File: src/sv/white_box_sm4_table_encrypt_defines.svh
// Assertion macros shared by the white-box SM4 RTL.
`ifndef WHITE_BOX_SM4_TABLE_ENCRYPT_DEFINES_SVH
`define WHITE_BOX_SM4_TABLE_ENCRYPT_DEFINES_SVH

`ifndef ASSERT_OFF
`define WBS4_ASSERT_IMP(lbl, clk, rst_n, ante, cons) \
	lbl: assert property (@(posedge clk) disable iff (!rst_n) (ante) |-> (cons)) \
	else $error("wbs4 assertion failed");
`define WBS4_ASSERT_NXT(lbl, clk, rst_n, ante, cons) \
	lbl: assert property (@(posedge clk) disable iff (!rst_n) (ante) |=> (cons)) \
	else $error("wbs4 assertion failed");
`define WBS4_ASSERT_ALW(lbl, clk, rst_n, expr) \
	lbl: assert property (@(posedge clk) disable iff (!rst_n) (expr)) \
	else $error("wbs4 assertion failed");
`else
`define WBS4_ASSERT_IMP(lbl, clk, rst_n, ante, cons)
`define WBS4_ASSERT_NXT(lbl, clk, rst_n, ante, cons)
`define WBS4_ASSERT_ALW(lbl, clk, rst_n, expr)
`endif

`endif

File: src/sv/wbs4_pkg.sv
// Types, codes, constants and the S-box for the white-box SM4 block.
package wbs4_pkg;

	localparam int ROUNDS      = 32;
	localparam int ROUND_W     = $clog2(ROUNDS);
	localparam int LANES       = 4;
	localparam int MIX_TABLES  = 3;
	localparam int ENC_WORDS   = 4;
	localparam int ENTRY_DEPTH = 256;
	localparam int RND_DEPTH   = ROUNDS * ENTRY_DEPTH;

	localparam logic CMD_WRITE   = 1'b0;
	localparam logic CMD_ENCRYPT = 1'b1;

	localparam logic [2:0] KIND_MIX0    = 3'd0;
	localparam logic [2:0] KIND_OLD     = 3'd3;
	localparam logic [2:0] KIND_SBO     = 3'd4;
	localparam logic [2:0] KIND_IN_ENC  = 3'd5;
	localparam logic [2:0] KIND_OUT_ENC = 3'd6;

	typedef enum logic [2:0] {
		ST_IDLE,
		ST_ENC_IN,
		ST_FIRST,
		ST_SUB,
		ST_MIX,
		ST_OUT,
		ST_FIN
	} state_t;

	typedef enum logic [1:0] {
		XS_HOLD,
		XS_BLOCK,
		XS_ENC,
		XS_SHIFT
	} x_sel_t;

	typedef struct packed {
		logic   wr;
		x_sel_t x_sel;
		logic   round_clr;
		logic   round_inc;
		logic   in_rd;
		logic   mix_rd;
		logic   sub_rd;
		logic   out_rd;
		logic   out_load;
	} dp_cmd_t;

	typedef struct packed {
		logic last_round;
	} dp_sts_t;

	localparam logic [7:0] SBOX [ENTRY_DEPTH] = '{
		8'hd6,8'h90,8'he9,8'hfe,8'hcc,8'he1,8'h3d,8'hb7,8'h16,8'hb6,8'h14,8'hc2,8'h28,8'hfb,8'h2c,8'h05,
		8'h2b,8'h67,8'h9a,8'h76,8'h2a,8'hbe,8'h04,8'hc3,8'haa,8'h44,8'h13,8'h26,8'h49,8'h86,8'h06,8'h99,
		8'h9c,8'h42,8'h50,8'hf4,8'h91,8'hef,8'h98,8'h7a,8'h33,8'h54,8'h0b,8'h43,8'hed,8'hcf,8'hac,8'h62,
		8'he4,8'hb3,8'h1c,8'ha9,8'hc9,8'h08,8'he8,8'h95,8'h80,8'hdf,8'h94,8'hfa,8'h75,8'h8f,8'h3f,8'ha6,
		8'h47,8'h07,8'ha7,8'hfc,8'hf3,8'h73,8'h17,8'hba,8'h83,8'h59,8'h3c,8'h19,8'he6,8'h85,8'h4f,8'ha8,
		8'h68,8'h6b,8'h81,8'hb2,8'h71,8'h64,8'hda,8'h8b,8'hf8,8'heb,8'h0f,8'h4b,8'h70,8'h56,8'h9d,8'h35,
		8'h1e,8'h24,8'h0e,8'h5e,8'h63,8'h58,8'hd1,8'ha2,8'h25,8'h22,8'h7c,8'h3b,8'h01,8'h21,8'h78,8'h87,
		8'hd4,8'h00,8'h46,8'h57,8'h9f,8'hd3,8'h27,8'h52,8'h4c,8'h36,8'h02,8'he7,8'ha0,8'hc4,8'hc8,8'h9e,
		8'hea,8'hbf,8'h8a,8'hd2,8'h40,8'hc7,8'h38,8'hb5,8'ha3,8'hf7,8'hf2,8'hce,8'hf9,8'h61,8'h15,8'ha1,
		8'he0,8'hae,8'h5d,8'ha4,8'h9b,8'h34,8'h1a,8'h55,8'had,8'h93,8'h32,8'h30,8'hf5,8'h8c,8'hb1,8'he3,
		8'h1d,8'hf6,8'he2,8'h2e,8'h82,8'h66,8'hca,8'h60,8'hc0,8'h29,8'h23,8'hab,8'h0d,8'h53,8'h4e,8'h6f,
		8'hd5,8'hdb,8'h37,8'h45,8'hde,8'hfd,8'h8e,8'h2f,8'h03,8'hff,8'h6a,8'h72,8'h6d,8'h6c,8'h5b,8'h51,
		8'h8d,8'h1b,8'haf,8'h92,8'hbb,8'hdd,8'hbc,8'h7f,8'h11,8'hd9,8'h5c,8'h41,8'h1f,8'h10,8'h5a,8'hd8,
		8'h0a,8'hc1,8'h31,8'h88,8'ha5,8'hcd,8'h7b,8'hbd,8'h2d,8'h74,8'hd0,8'h12,8'hb8,8'he5,8'hb4,8'hb0,
		8'h89,8'h69,8'h97,8'h4a,8'h0c,8'h96,8'h77,8'h7e,8'h65,8'hb9,8'hf1,8'h09,8'hc5,8'h6e,8'hc6,8'h84,
		8'h18,8'hf0,8'h7d,8'hec,8'h3a,8'hdc,8'h4d,8'h20,8'h79,8'hee,8'h5f,8'h3e,8'hd7,8'hcb,8'h39,8'h48
	};

	function automatic logic [7:0] byte_of(input logic [31:0] w, input logic [1:0] lane);
		return w[8 * (3 - int'(lane)) +: 8];
	endfunction

	function automatic logic [31:0] sub_word(input logic [31:0] w);
		return {SBOX[w[31:24]], SBOX[w[23:16]], SBOX[w[15:8]], SBOX[w[7:0]]};
	endfunction

endpackage

File: src/sv/wbs4_ctrl.sv
// Sequencer for table writes and the encryption passes.
`include "white_box_sm4_table_encrypt_defines.svh"
module wbs4_ctrl import wbs4_pkg::*; (
	input  logic    clk,
	input  logic    arst_n,
	input  logic    in_valid,
	output logic    in_ready,
	input  logic    command,
	output logic    out_valid,
	input  logic    out_ready,
	output dp_cmd_t cmd,
	input  dp_sts_t sts
);

	state_t state_q, state_d;
	logic   out_valid_q;
	logic   slot_free;
	logic   accept;

	assign in_ready  = (state_q == ST_IDLE);
	assign accept    = in_valid && in_ready;
	assign slot_free = !out_valid_q || out_ready;
	assign out_valid = out_valid_q;

	always_comb begin
		state_d = state_q;
		case (state_q)
			ST_IDLE: begin
				if (accept && command == CMD_ENCRYPT) begin
					state_d = ST_ENC_IN;
				end
			end
			ST_ENC_IN: state_d = ST_FIRST;
			ST_FIRST:  state_d = ST_SUB;
			ST_SUB:    state_d = sts.last_round ? ST_OUT : ST_MIX;
			ST_MIX:    state_d = ST_SUB;
			ST_OUT:    state_d = ST_FIN;
			ST_FIN: begin
				if (slot_free) begin
					state_d = ST_IDLE;
				end
			end
			default:   state_d = ST_IDLE;
		endcase
	end

	always_comb begin
		cmd = '0;
		cmd.x_sel = XS_HOLD;
		case (state_q)
			ST_IDLE: begin
				cmd.wr = accept && command == CMD_WRITE;
				if (accept && command == CMD_ENCRYPT) begin
					cmd.x_sel     = XS_BLOCK;
					cmd.round_clr = 1'b1;
				end
			end
			ST_ENC_IN: cmd.in_rd = 1'b1;
			ST_FIRST: begin
				cmd.x_sel  = XS_ENC;
				cmd.mix_rd = 1'b1;
			end
			ST_SUB: begin
				cmd.sub_rd    = 1'b1;
				cmd.round_inc = 1'b1;
			end
			ST_MIX: begin
				cmd.x_sel  = XS_SHIFT;
				cmd.mix_rd = 1'b1;
			end
			ST_OUT: begin
				cmd.x_sel  = XS_SHIFT;
				cmd.out_rd = 1'b1;
			end
			ST_FIN:  cmd.out_load = slot_free;
			default: cmd = '0;
		endcase
	end

	always_ff @(posedge clk or negedge arst_n) begin
		if (!arst_n) begin
			state_q     <= ST_IDLE;
			out_valid_q <= 1'b0;
		end else begin
			state_q <= state_d;
			if (cmd.out_load) begin
				out_valid_q <= 1'b1;
			end else if (out_ready) begin
				out_valid_q <= 1'b0;
			end
		end
	end

	`WBS4_ASSERT_ALW(a_one_read_group, clk, arst_n,
		$onehot0({cmd.in_rd, cmd.mix_rd, cmd.sub_rd, cmd.out_rd}))
	`WBS4_ASSERT_NXT(a_fin_holds, clk, arst_n,
		state_q == ST_FIN && out_valid_q && !out_ready, state_q == ST_FIN)
	`WBS4_ASSERT_NXT(a_last_round_exits, clk, arst_n,
		state_q == ST_SUB && sts.last_round, state_q == ST_OUT)
	`WBS4_ASSERT_NXT(a_encrypt_starts, clk, arst_n,
		accept && command == CMD_ENCRYPT, state_q == ST_ENC_IN)
	`WBS4_ASSERT_IMP(a_load_needs_slot, clk, arst_n,
		cmd.out_load, slot_free && state_q == ST_FIN)

endmodule

File: config.mk
export PLATFORM = sky130hd
export DESIGN_NAME = wbs4_ctrl
export DESIGN_NICKNAME = d
export VERILOG_FILES = /design/src/sv/wbs4_pkg.sv /design/src/sv/wbs4_ctrl.sv
export VERILOG_INCLUDE_DIRS = /design/src /design/src/sv
export SDC_FILE = /design/constraint.sdc
export NUM_CORES = 1
export LEC_CHECK = 0
export BUFFER_PORTS_ARGS = -buffer_cell sky130_fd_sc_hd__buf_2
export CAP_MARGIN = 10
export CORE_AREA = 5 5 42 44
export CTS_CLUSTER_DIAMETER = 40
export DETAILED_ROUTE_END_ITERATION = 16
export DIE_AREA = 0 0 47 49
export GPL_TIMING_DRIVEN = 0
export HOLD_SLACK_MARGIN = 0.15
export PLACE_DENSITY_LB_ADDON = 0.25
export REMOVE_ABC_BUFFERS = 1
export SETUP_SLACK_MARGIN = 0.05
export SYNTH_ARGS = -nofsm -noshare
export SYNTH_HDL_FRONTEND = slang
export SYNTH_SLANG_ARGS = --single-unit
File: constraint.sdc
create_clock -name clk -period 1.3 [get_ports clk]
set_clock_uncertainty 0.1 [all_clocks]
set_input_delay 0.065 -clock clk [delete_from_list [all_inputs] [get_ports clk]]
set_output_delay 0.065 -clock clk [all_outputs]
set_load 0.005 [all_outputs]
## After elaboration in Yosys (flattened, before gate mapping)

Cells that the tools add are included.

| word-level totals | value |
|---|---|
| register bits | 4 |
| input port bits | 6 |
| output and inout bits | 12 |
| logic and storage cells | 36 |

| operators by class | value |
|---|---|
| equal/unequal tests | 8 |
| multiplexer cells | 15 |
| bitwise gates (word level) | 1 |
| reductions and logical operators | 10 |

Operator list:

| operator | count |
|---|---|
| $pmux 3 s6 | 1 |
| $mux 1 | 10 |
| $eq 3x3->1 const B | 3 |
| $eq 3x2->1 const B | 2 |
| $mux 3 | 2 |
| $pmux 2 s3 | 1 |
| $reduce_or 2->1 | 2 |
| $eq 3x1->1 const B | 1 |
| $logic_and 1x1->1 | 3 |
| $logic_not 3->1 | 1 |
| $mux 2 | 1 |
| $ne 2x1->1 const B | 1 |
| $ne 2x2->1 const B | 1 |
| $reduce_and 2->1 | 1 |
| $reduce_bool 2->1 | 1 |
| $logic_not 1->1 | 1 |
| $logic_or 1x1->1 | 1 |
| $not 1->1 | 1 |

## Longest topological paths before layout

Gate-level depths: netlist (run 1).

| logic depth | value |
|---|---|
| depth in word-level cells | 5 |
| gate-level depth with buffers | 4 |
| depth with buffers taken out | 3 |

## Worst setup path after synthesis (run 1)

OpenSTA, ideal clock, no wires.

| timing path | value |
|---|---|
| kind | flip-flop to flip-flop |
| start | reg state_q[2] |
| end | reg state_q[2] |
| library setup time | 0.131 ns |
| data arrival time | 0.921 ns |
| data required time | 1.069 ns |
| path slack | 0.148 ns |
| cell stages (with the launch flop) | 5 |
| buffers on the path | 1 |
| clock period less this slack | 1.152 ns |
| cell sequence | dfrtp_1 > buf_6 > nand2_1 > nor3_1 > or3_1 |

| between the ends | value |
|---|---|
| longest elaborated chain between the ends | 5 |
| elaborated cells on any way between the ends | 14 |
| classes of those cells | eq/ne (8); mux (1); reduce/logical (5) |

RTL lines:

| item | RTL line | source |
|---|---|---|
| start, declared | wbs4_ctrl.sv:15 | `state_t state_q, state_d;` |
| start signal, assigned | wbs4_ctrl.sv:85 | `state_q <= state_d;` |
| $logic_not 3->1 | wbs4_ctrl.sv:20, wbs4_ctrl.sv:27 |  |
| $logic_and 1x1->1 | wbs4_ctrl.sv:21 | `assign accept = in_valid && in_ready;` |
| $logic_and 1x1->1 | wbs4_ctrl.sv:29 | `if (accept && command == CMD_ENCRYPT) begin` |
| $ne 2x1->1 (no source line) | -- |  |
| $reduce_and 2->1 (no source line) | -- |  |

Several ways; a longest one is shown, not always the timed one.
A chain may end at the register's enable or synchronous reset.

==> results of run 1 <==
worst paths after layout:
path | from | endpoint | slack, ns | depth (start not counted)
worst max-delay path | state_q[1]$_DFFE_PN0P_ | cmd[9] | -0.03 | 3
worst min-delay path | out_ready | out_valid$_DFFE_PN0P_ | 0.08 | 3
worst max register to register | state_q[2]$_DFFE_PN0P_ | state_q[2]$_DFFE_PN0P_ | 0.02 | 4
worst min register to register | out_valid$_DFFE_PN0P_ | out_valid$_DFFE_PN0P_ | 0.47 | 2
max in group asynchronous | arst_n | state_q[1]$_DFFE_PN0P_ | 0.31 | 3
min in group asynchronous | arst_n | state_q[0]$_DFFE_PN0P_ | 0.61 | 3
synthesized netlist by cell type:
library cell,instances,area [um2]
nor3_1,2,10.0
xnor2_1,1,8.76
nor3b_2,1,12.5
nand3_1,1,5.00
mux2i_1,1,10.0
nor2b_1,1,6.26
nand2b_1,2,12.5
and3b_1,1,8.76
nor3_2,1,10.0
buf_4,1,7.51
nor2_1,4,15.0
o21bai_1,1,7.51
and3_1,1,6.26
inv_2,1,3.75
a211oi_1,1,7.51
nand2_1,3,11.3
nor3b_1,1,7.51
or3_1,1,6.26
buf_6,2,22.5
a21oi_1,2,10.0
a31oi_1,1,6.26
dfrtp_1,4,100
registers in the layout, indices dropped and copies added, names as in the netlist:
name,flops
out_valid,1
state_q,3
power groups by stage:
stage	clock network, mW	registers [mW]	logic [mW]
after floorplan	0	0.284	0.263
after global placement	0	0.316	0.441
after detailed placement	0	0.316	0.443
after CTS	0.160	0.282	0.654
after global routing	0.173	0.292	0.733
final	0.157	0.280	0.645
worst max-delay path, cell delays in order (launching register included):
cell and delay (ns):
dfrtp_2 0.44, nor3_4 0.21, and3b_1 0.17, buf_2 0.11
through the flow:
| stage | std cells | hold WS, ns | setup TNS, ns |
|---|---|---|---|
| after floorplan | 31 | -0.331 | 0 |
| after global placement | 64 | -0.228 | -0.0399 |
| after CTS | 77 | 0.0779 | -0.166 |
| after detailed placement | 64 | -0.228 | -0.0347 |
| after global routing | 77 | 0.0960 | -0.773 |
| final | 77 | 0.0814 | -0.0981 |
area by class of cell:
cell class / instances / area (um2) / area share (%)
clock buffer: 3 / 22.5 / 4.52
timing repair buffer: 27 / 178 / 35.7
tap: 16 / 20.0 / 4.02
inverter: 1 / 3.75 / 0.754
multi-input combinational: 26 / 170 / 34.2
sequential: 4 / 104 / 20.9
metal layers:
metal | track usage [%] | routed length, um | vias up
li1 | - | - | 170
met1 | 10.6 | 380 | 156
met2 | 12.2 | 390 | 16
met3 | 4.80 | 79 | 0
met4 | 2.76 | 0 | 0
met5 | 0 | 0 | -
cells by family (layout without fill, tap and decap cells):
group	Yosys count	in the layout	share of synthesized area (%)
and+or+nand+nor	19	19	37.7
buffers and inverters	4	31	11.4
AOI/OAI and AO/OA	5	5	10.6
xor gates and xnor gates	1	1	2.97
muxes	1	1	3.39
DFF	4	4	33.9
repair_timing:
item                                    4_1_cts  5_1_grt
hold endpoints to repair                      6        1
pin swaps                                     2        1
buffers inserted                              6        0
resized for setup                             7        1
endpoints found under the setup margin       12       11
==> flow_summary_export.csv, run 1 <==
group,metric,value,unit
die,core_area,0.00140,mm2
grt,grt_pass1_vias,341,
final_layout,layout_common_cells,"buf_2, nor2_1, dlygate4sd3_1, buf_4",
synth,synth-seq-cells,4,
power_and_ir_drop,intPower,0.654,mW
sta,final.min_clock_period,1.33,ns
status,run_status,"finished with violations",
grt,grt_pass1_wl,1420,um
setup_path,cp-start-kind,"flop",
power_and_ir_drop,p_per_area,2170,mW/mm2
grt,overflow,0,
final_layout,area_growth_syn_to_layout,68.6,%
grt,grt_usage,8.54,%
sta,tightest_slew,0.192,ns
power_and_ir_drop,seq_power_share,25.9,%
sta,setup_viol,5,
setup_path,crit_fanout,6,
detailed_routing,routed_wl,850,um
power_and_ir_drop,pwr-share-comb,59.6,%
setup_path,cp.arrival,1.16,ns
sta,drv_slew,0,
clocking,clkSinkCount,4,
placement,place.detailed.hpwl,572,um
synth,synthesis.area,295,um2
detailed_routing,wl_per_cell,11.0,um
sta,rsz0062_at_grt,"yes",
detailed_routing,drtIter0Drc,0,
detailed_routing,antenna_left,0,
synth,syn-instance-count,34,
final_layout,post-route-util,35.5,%
detailed_routing,viasPerCell,4.44,
power_and_ir_drop,fin_total_pwr,1.08,mW
power_and_ir_drop,swShare,39.6,%
hold_path,hp-class,"primary input to flop",
die,dieHeight,49,um
final_layout,drive_gt1_share,54.1,%
clocking,cts_tree,"done",
synth,syn_area_per_cell,8.68,um2
sta,slew_headroom,87.1,%
detailed_routing,routed-via-count,342,
die,die_area,0.00230,mm2
synth,synth.yosys.seq_area_share,33.9,%
final_layout,fill_cells,145,
clocking,clk_latency,0.24,ns
grt,grt_max_degree,7,
final_layout,layout_commonest_cell,"buf_2",
detailed_routing,first_pass_iters,1,
placement,place_area,370,um2
final_layout,nNetsFinal,69,
sta,fmax,0.752,GHz
clocking,path_clk_slew,0.04,ns
sta,setup_slack,-0.0292,ns
clocking,hold_buffers,4,
placement,pre_cts_slack,-0.0347,ns
synth,synth.distinct_cells,22,
clocking,clockBufferDepth,2,
sta,hold_violations,0,
placement,io_buffers,17,
power_and_ir_drop,pwr-share-clk,14.5,%
clocking,cts_made_buffers,3,
die,die_w,47,um
clocking,htree_levels,1,
placement,gp_congestion,0.614,
sta,fin_crit_sh,102,%
detailed_routing,remaining_drc_errors,0,
final_layout,antenna_cells,0,
clocking,clk_root_buffer_cell,"clkbuf_4",
setup_path,critical_path_class,"flop to primary output",
final_layout,fin_area,498,um2
grt,antenna_found_initial,0,
synth,yosysWarnings,0,
die,row_count,14,
die,ios,18,
setup_path,worstSetupEndpointType,"primary output",
run,cap_violations,0,
power_and_ir_drop,p_sw,0.429,mW
power_and_ir_drop,p_leak,0.260,nW
power_and_ir_drop,ir_drop,0.000881,V
setup_path,required,1.13,ns
status,failed_checks,"setup timing",
die,initial_core_util,21.1,%
Power figures use the tool's default switching activity.
==> inputs of run 2 (changes only) <==
ABC_AREA = 1   (was default)
==> run 2 against run 1 <==
  * Highest routed layer is now met4
  * Sequential power down 5%
  * Routed wire length fell by 8.9%
  * Cell area rose by 0.75%
  * Hold slack gained 0.21 ns
  * Largest cell class unchanged
  * Global-route usage decreased by 0.48 points
  * The run still ends with setup timing left
==> flow_summary_export.csv, run 2 <==
group,metric,value,unit
status,run_status,"finished with violations",
status,failed_checks,"setup timing",
die,ios,18,
die,row_count,14,
detailed_routing,routed-via-count,340,
detailed_routing,viasPerCell,3.86,
detailed_routing,remaining_drc_errors,0,
die,dieHeight,49,um
clocking,clk_root_buffer_cell,"clkbuf_4",
synth,synth_top_area_share,35.6,%
detailed_routing,routed_wl,774,um
sta,drv_slew,0,
synth,synth-main-ff-cell,"dfrtp_1",
sta,final.min_clock_period,1.31,ns
detailed_routing,first_pass_iters,4,
setup_path,crit_slowest_cell,"dfrtp_2",
run,cap_violations,0,
synth,syn-instance-count,44,
sta,setup_viol,2,
hold_path,hp-class,"primary input to primary output",
detailed_routing,drtIter0Drc,2,
clocking,clkSinkCount,4,
power_and_ir_drop,ir_drop,0.000680,V
setup_path,path_buf_inv,3,
sta,fmax,0.762,GHz
sta,fin_crit_sh,101,%
grt,grt_usage,8.06,%
setup_path,cp-start-kind,"flop",
sta,slew_headroom,87.7,%
synth,synth_edf_count,0,
detailed_routing,wl_per_cell,8.80,um
setup_path,cp.arrival,1.15,ns
sta,tightest_slew,0.184,ns
clocking,clk_latency,0.24,ns
synth,yosys-top-cells-count,"nand2_1, inv_1, nor2_1, nand3_1, dfrtp_1",
die,core_area,0.00140,mm2
setup_path,crit_fanout,7,
placement,gp_congestion,0.712,
synth,syn_area_per_cell,6.40,um2
grt,grt_pass1_vias,348,
final_layout,largest_reg_flops,3,
synth,yosysTopAreaCell,"dfrtp_1",
final_layout,post-route-util,35.8,%
final_layout,antenna_cells,0,
clocking,path_clk_slew,0.04,ns
sta,setup_slack,-0.0128,ns
final_layout,drive_gt1_share,50.0,%
setup_path,critPathLaunch,"state_q[0]$_DFFE_PN0P_",
power_and_ir_drop,fin_total_pwr,1.06,mW
power_and_ir_drop,p_per_area,2110,mW/mm2
clocking,clockBufferDepth,2,
hold_path,min_from,"command",
grt,antenna_found_initial,0,
setup_path,worstSetupEndpointType,"primary output",
setup_path,critical_path_class,"flop to primary output",
synth,synth-seq-cells,4,
die,initial_core_util,20.1,%
setup_path,reg2reg_from,"state_q[0]$_DFFE_PN0P_",
synth,synth.most_common_cell,"nand2_1",
sta,hold_violations,0,
synth,synth.yosys.seq_area_share,35.6,%
sta,rsz0062_at_grt,"yes",
clocking,htree_levels,1,
synth,synth_area_leaders,"dfrtp_1, nand2_1, inv_1, nor2_1, nand3_1",
setup_path,path_cells,"inv_1 -> nand2_1 -> inv_2 -> nand2_1 -> nor2_1 -> buf_2",
grt,overflow,0,
final_layout,layout_common_cells,"buf_2, nand2_1, inv_1",
final_layout,nNetsFinal,80,
clocking,cts_made_buffers,3,
setup_path,cpLargestDelayFamily,"flip-flops",
die,die_w,47,um
synth,async_reset_ff_share,100,%
grt,grt_pass1_wl,1350,um
placement,place_area,368,um2
power_and_ir_drop,p_leak,0.308,nW
clocking,cts_tree,"done",
die,die_area,0.00230,mm2
synth,yosysWarnings,0,
synth,synthesis.area,282,um2
final_layout,layout_commonest_cell,"buf_2",
setup_path,cp_slowest_stage_delay,0.46,ns
detailed_routing,antenna_left,0,
synth,synth.distinct_cells,13,
final_layout,fin_area,502,um2
setup_path,required,1.13,ns
setup_path,cpMostUsedCell,"nand2_1",
final_layout,largest-register,"state_q",
final_layout,area_growth_syn_to_layout,78.2,%
grt,grt_max_degree,8,
placement,io_buffers,17,
-- run 2: cell types whose count changed in the layout (fill, tap and decap cells not counted), sizes merged, moves of 2 or more --
cell / delta
inv: +9
nand2: +8
nand3: +5
nor2: +5
nor3: -3
buf: -2
dlygate4sd3: +2
nand2b: -2
nor3b: -2
-- run 2: what timing repair did --
item | CTS | global route
endpoints found under the setup margin | 8 | 12
hold endpoints to repair | 8 | 0
resized for setup | 2 | 6
hold buffers | 6 | 0
setup buffers | 3 | 1
-- run 2: stage by stage --
stage                     instances  TNS [ns]  hold WS [ns]  setup slack (ns)
final                            88   -0.0200         0.290           -0.0128
after global routing             88    -0.743         0.305            -0.123
after CTS                        87         0         0.288           0.00342
after detailed placement         75         0        -0.227             0.211
after global placement           75         0        -0.228             0.217
after floorplan                  42         0        -0.331             0.363
-- run 2: worst paths after layout --
kind | to | slack, ns | depth (start not counted)
max | cmd[9] | -0.01 | 6
min | cmd[9] | 0.29 | 3
min reg2reg | out_valid$_DFFE_PN0P_ | 0.45 | 2
min in group asynchronous | out_valid$_DFFE_PN0P_ | 0.62 | 3
max in group asynchronous | state_q[0]$_DFFE_PN0P_ | 0.30 | 3
max reg2reg | state_q[0]$_DFFE_PN0P_ | 0.06 | 6
-- run 2: report_power, final --
part	switching (mW)	leakage [nW]	internal [mW]	total, mW
registers	0.0794	0.0491	0.187	0.267
logic	0.327	0.245	0.307	0.634
clock network	0.0531	0.0138	0.103	0.156
-- run 2: area by class of cell --
class / count / area [um2]
Inverter: 10 / 37.5
Timing Repair Buffer: 27 / 175
Multi-Input combinational cell: 28 / 145
Sequential cell: 4 / 101
Tap cell: 16 / 20.0
Clock buffer: 3 / 22.5
Fill cell: 162 / 900
-- run 2: tightest hold or removal path, cell delays in order --
cell and delay, ns:
buf_2 0.10, nor2_1 0.04, buf_2 0.11
-- run 2: cells by family after synthesis --
family / synth area share (%)
AO/OA/AOI/OAI: 3.55
AND/OR/NAND/NOR: 40.9
flip-flops: 35.6
buffers and inverters: 20.0
-- run 2: metal layers --
layer,global-route usage (%),routed length (um)
met3,2.58,86
met4,5.53,22
met2,12.4,337
met1,8.89,328
met5,0,0
==> inputs of run 3 (changes only) <==
CAP_MARGIN = 20   (was 10)
CORE_AREA = 2 2 39 41   (was 5 5 42 44)
DIE_AREA = 0 0 41 43   (was 0 0 47 49)
==> run 3 against run 2 <==
  * The run now ends clean
  * Setup slack better by 0.033 ns
  * Clock-buffer cell count unchanged
  * Critical path depth unchanged
  * Highest routed layer is now met3
  * Hold slack worse by 0.0040 ns
  * Via count up 0.59%
  * Non-clock buffer count up 1
  * Sequential share of layout area down 0.35 points
  * Core utilization up 1.1 points
  * Combinational power up 1%
  * Register-to-register slack better by 0.03 ns
  * Cell area up 1.7%
==> flow_summary_export.csv, run 3 (synthesis gave the netlist of run 2 again) <==
group,metric,value,unit
status,run_status,"completed",
final_layout,area_growth_syn_to_layout,81.3,%
sta,fmax,0.781,GHz
sta,tns,0,ns
final_layout,largest_reg_flops,3,
power_and_ir_drop,pwr-share-comb,61.1,%
placement,place.detailed.hpwl,469,um
grt,overflow,0,
power_and_ir_drop,intPower,0.617,mW
sta,setup_slack,0.0198,ns
final_layout,layout_commonest_cell,"buf_2",
clocking,path_clk_slew,0.04,ns
power_and_ir_drop,ir_drop,0.000757,V
setup_path,reg2reg_depth,6,
detailed_routing,remaining_drc_errors,0,
grt,grt_pass1_vias,275,
clocking,cts_tree,"done",
detailed_routing,routed-via-count,342,
sta,drv_slew,0,
setup_path,crit_fanout,4,
setup_path,critical_path_class,"flop to primary output",
power_and_ir_drop,swShare,41.4,%
final_layout,largest-register,"state_q",
placement,io_buffers,17,
final_layout,nNetsFinal,81,
setup_path,cpMostUsedCell,"nand2_1",
run,cap_violations,0,
setup_path,path_cells,"nor2_1 -> nand2_1 -> inv_2 -> nand3_2 -> nand2_1 -> buf_2",
setup_path,worstSetupEndpointType,"primary output",
final_layout,seq_area,101,um2
detailed_routing,drtIter0Drc,1,
detailed_routing,viasPerCell,3.84,
die,row_count,14,
die,die_w,41,um
setup_path,crit_slowest_cell,"dfrtp_1",
power_and_ir_drop,seq_power_share,24.3,%
setup_path,reg2reg_to,"state_q[0]$_DFFE_PN0P_",
clocking,clkSinkCount,4,
hold_path,hp-class,"primary input to primary output",
final_layout,layout_common_cells,"buf_2, nand2_1, nor2_1",
final_layout,fill_cells,150,
die,dieHeight,43,um
setup_path,cp_slowest_stage_delay,0.41,ns
sta,final.min_clock_period,1.28,ns
setup_path,path_buf_inv,2,
hold_path,holdPathEnd,"cmd[9]",
setup_path,worst-path-stages,6,
setup_path,cp.arrival,1.12,ns
hold_path,min_from,"command",
die,ios,18,
sta,fin_crit_sh,98.5,%
die,die_area,0.00176,mm2
clocking,clockBufferDepth,2,
final_layout,multi_input_area,140,um2
final_layout,drive_gt1_share,49.3,%
placement,pre_cts_slack,0.222,ns
setup_path,reg2reg_from,"state_q[2]$_DFFE_PN0P_",
sta,slew_headroom,87.6,%
final_layout,antenna_cells,0,
hold_path,min_path_cells,3,
sta,rsz0062_at_grt,"yes",
setup_path,cp-start-kind,"flop",
grt,grt_usage,8.58,%
grt,grt_max_degree,7,
sta,tightest_slew,0.185,ns
die,core_area,0.00138,mm2
setup_path,cpLargestDelayFamily,"flip-flops",
power_and_ir_drop,p_leak,0.312,nW
clocking,cts_made_buffers,3,
power_and_ir_drop,p_sw,0.436,mW
sta,timing.hold.ws,0.286,ns
detailed_routing,antenna_left,0,
grt,antenna_found_initial,0,
placement,gp_congestion,0.699,
power_and_ir_drop,pwr-share-clk,14.6,%
power_and_ir_drop,p_per_area,2060,mW/mm2
detailed_routing,first_pass_iters,2,
detailed_routing,routed_wl,648,um
setup_path,required,1.13,ns
sta,setup_viol,0,
die,initial_core_util,20.3,%
clocking,clk_root_buffer_cell,"clkbuf_4",
clocking,clk_latency,0.23,ns
setup_path,r2r_slack,0.09,ns
grt,grt_pass1_wl,986,um
sta,hold_violations,0,
clocking,htree_levels,1,
detailed_routing,wl_per_cell,7.28,um
-- run 3: cell types whose count changed in the layout (fill, tap and decap cells not counted), sizes merged --
cell | before | now
buf | 21 | 22
-- run 3: final cells by class --
cell class	instances	area share, %
repair buffers	28	37.0
multi-input cells	28	27.5
flip-flops and latches	4	19.9
inverters	10	7.35
clock buffers	3	4.41
well taps	16	3.92
-- run 3: timing repair --
item                                    in CTS  in global routing
endpoints found under the setup margin       8                 11
hold buffers                                 6                  0
pin swaps                                    0                  1
hold endpoints to repair                     8                  0
buffers inserted                             4                  1
resized for setup                            3                  5
-- run 3: worst max path at each step --
stage	startpoint	end	slack [ns]
2_1_floorplan	state_q[0]$_DFFE_PN0P_	cmd[7]	0.36
3_3_place_gp	state_q[0]$_DFFE_PN0P_	cmd[7]	0.22
3_5_place_dp	state_q[0]$_DFFE_PN0P_	cmd[7]	0.22
4_1_cts	state_q[2]$_DFFE_PN0P_	cmd[9]	0.01
5_1_grt	state_q[2]$_DFFE_PN0P_	cmd[9]	-0.12
6_report	state_q[2]$_DFFE_PN0P_	cmd[7]	0.02
-- run 3: metal layers --
metal	track usage [%]	routed length, um	up-vias
li1	-	-	186
met5	0	0	-
met2	12.5	303	13
met4	2.00	0	0
met1	9.80	295	143
met3	6.28	49	0
-- run 3: worst min-delay path: stages --
cell	delay (ns)
buf_2	0.10
nor2_1	0.04
buf_2	0.11
-- run 3: power by group through the flow --
stage	combinational, mW	sequential, mW	clock (mW)
final	0.643	0.256	0.153
after global routing	0.744	0.267	0.171
after CTS	0.614	0.251	0.160
after detailed placement	0.492	0.255	0
after global placement	0.495	0.255	0
after floorplan	0.306	0.244	0
-- run 3: through the flow --
step                      util, %  total power [mW]  instances  cell area, um2
final                        36.9              1.05         89             510
after global routing         36.9              1.18         89             510
after CTS                    35.4              1.03         88             489
after detailed placement     26.6             0.747         75             368
after global placement       26.6             0.750         75             368
after floorplan                 -             0.551         42             263
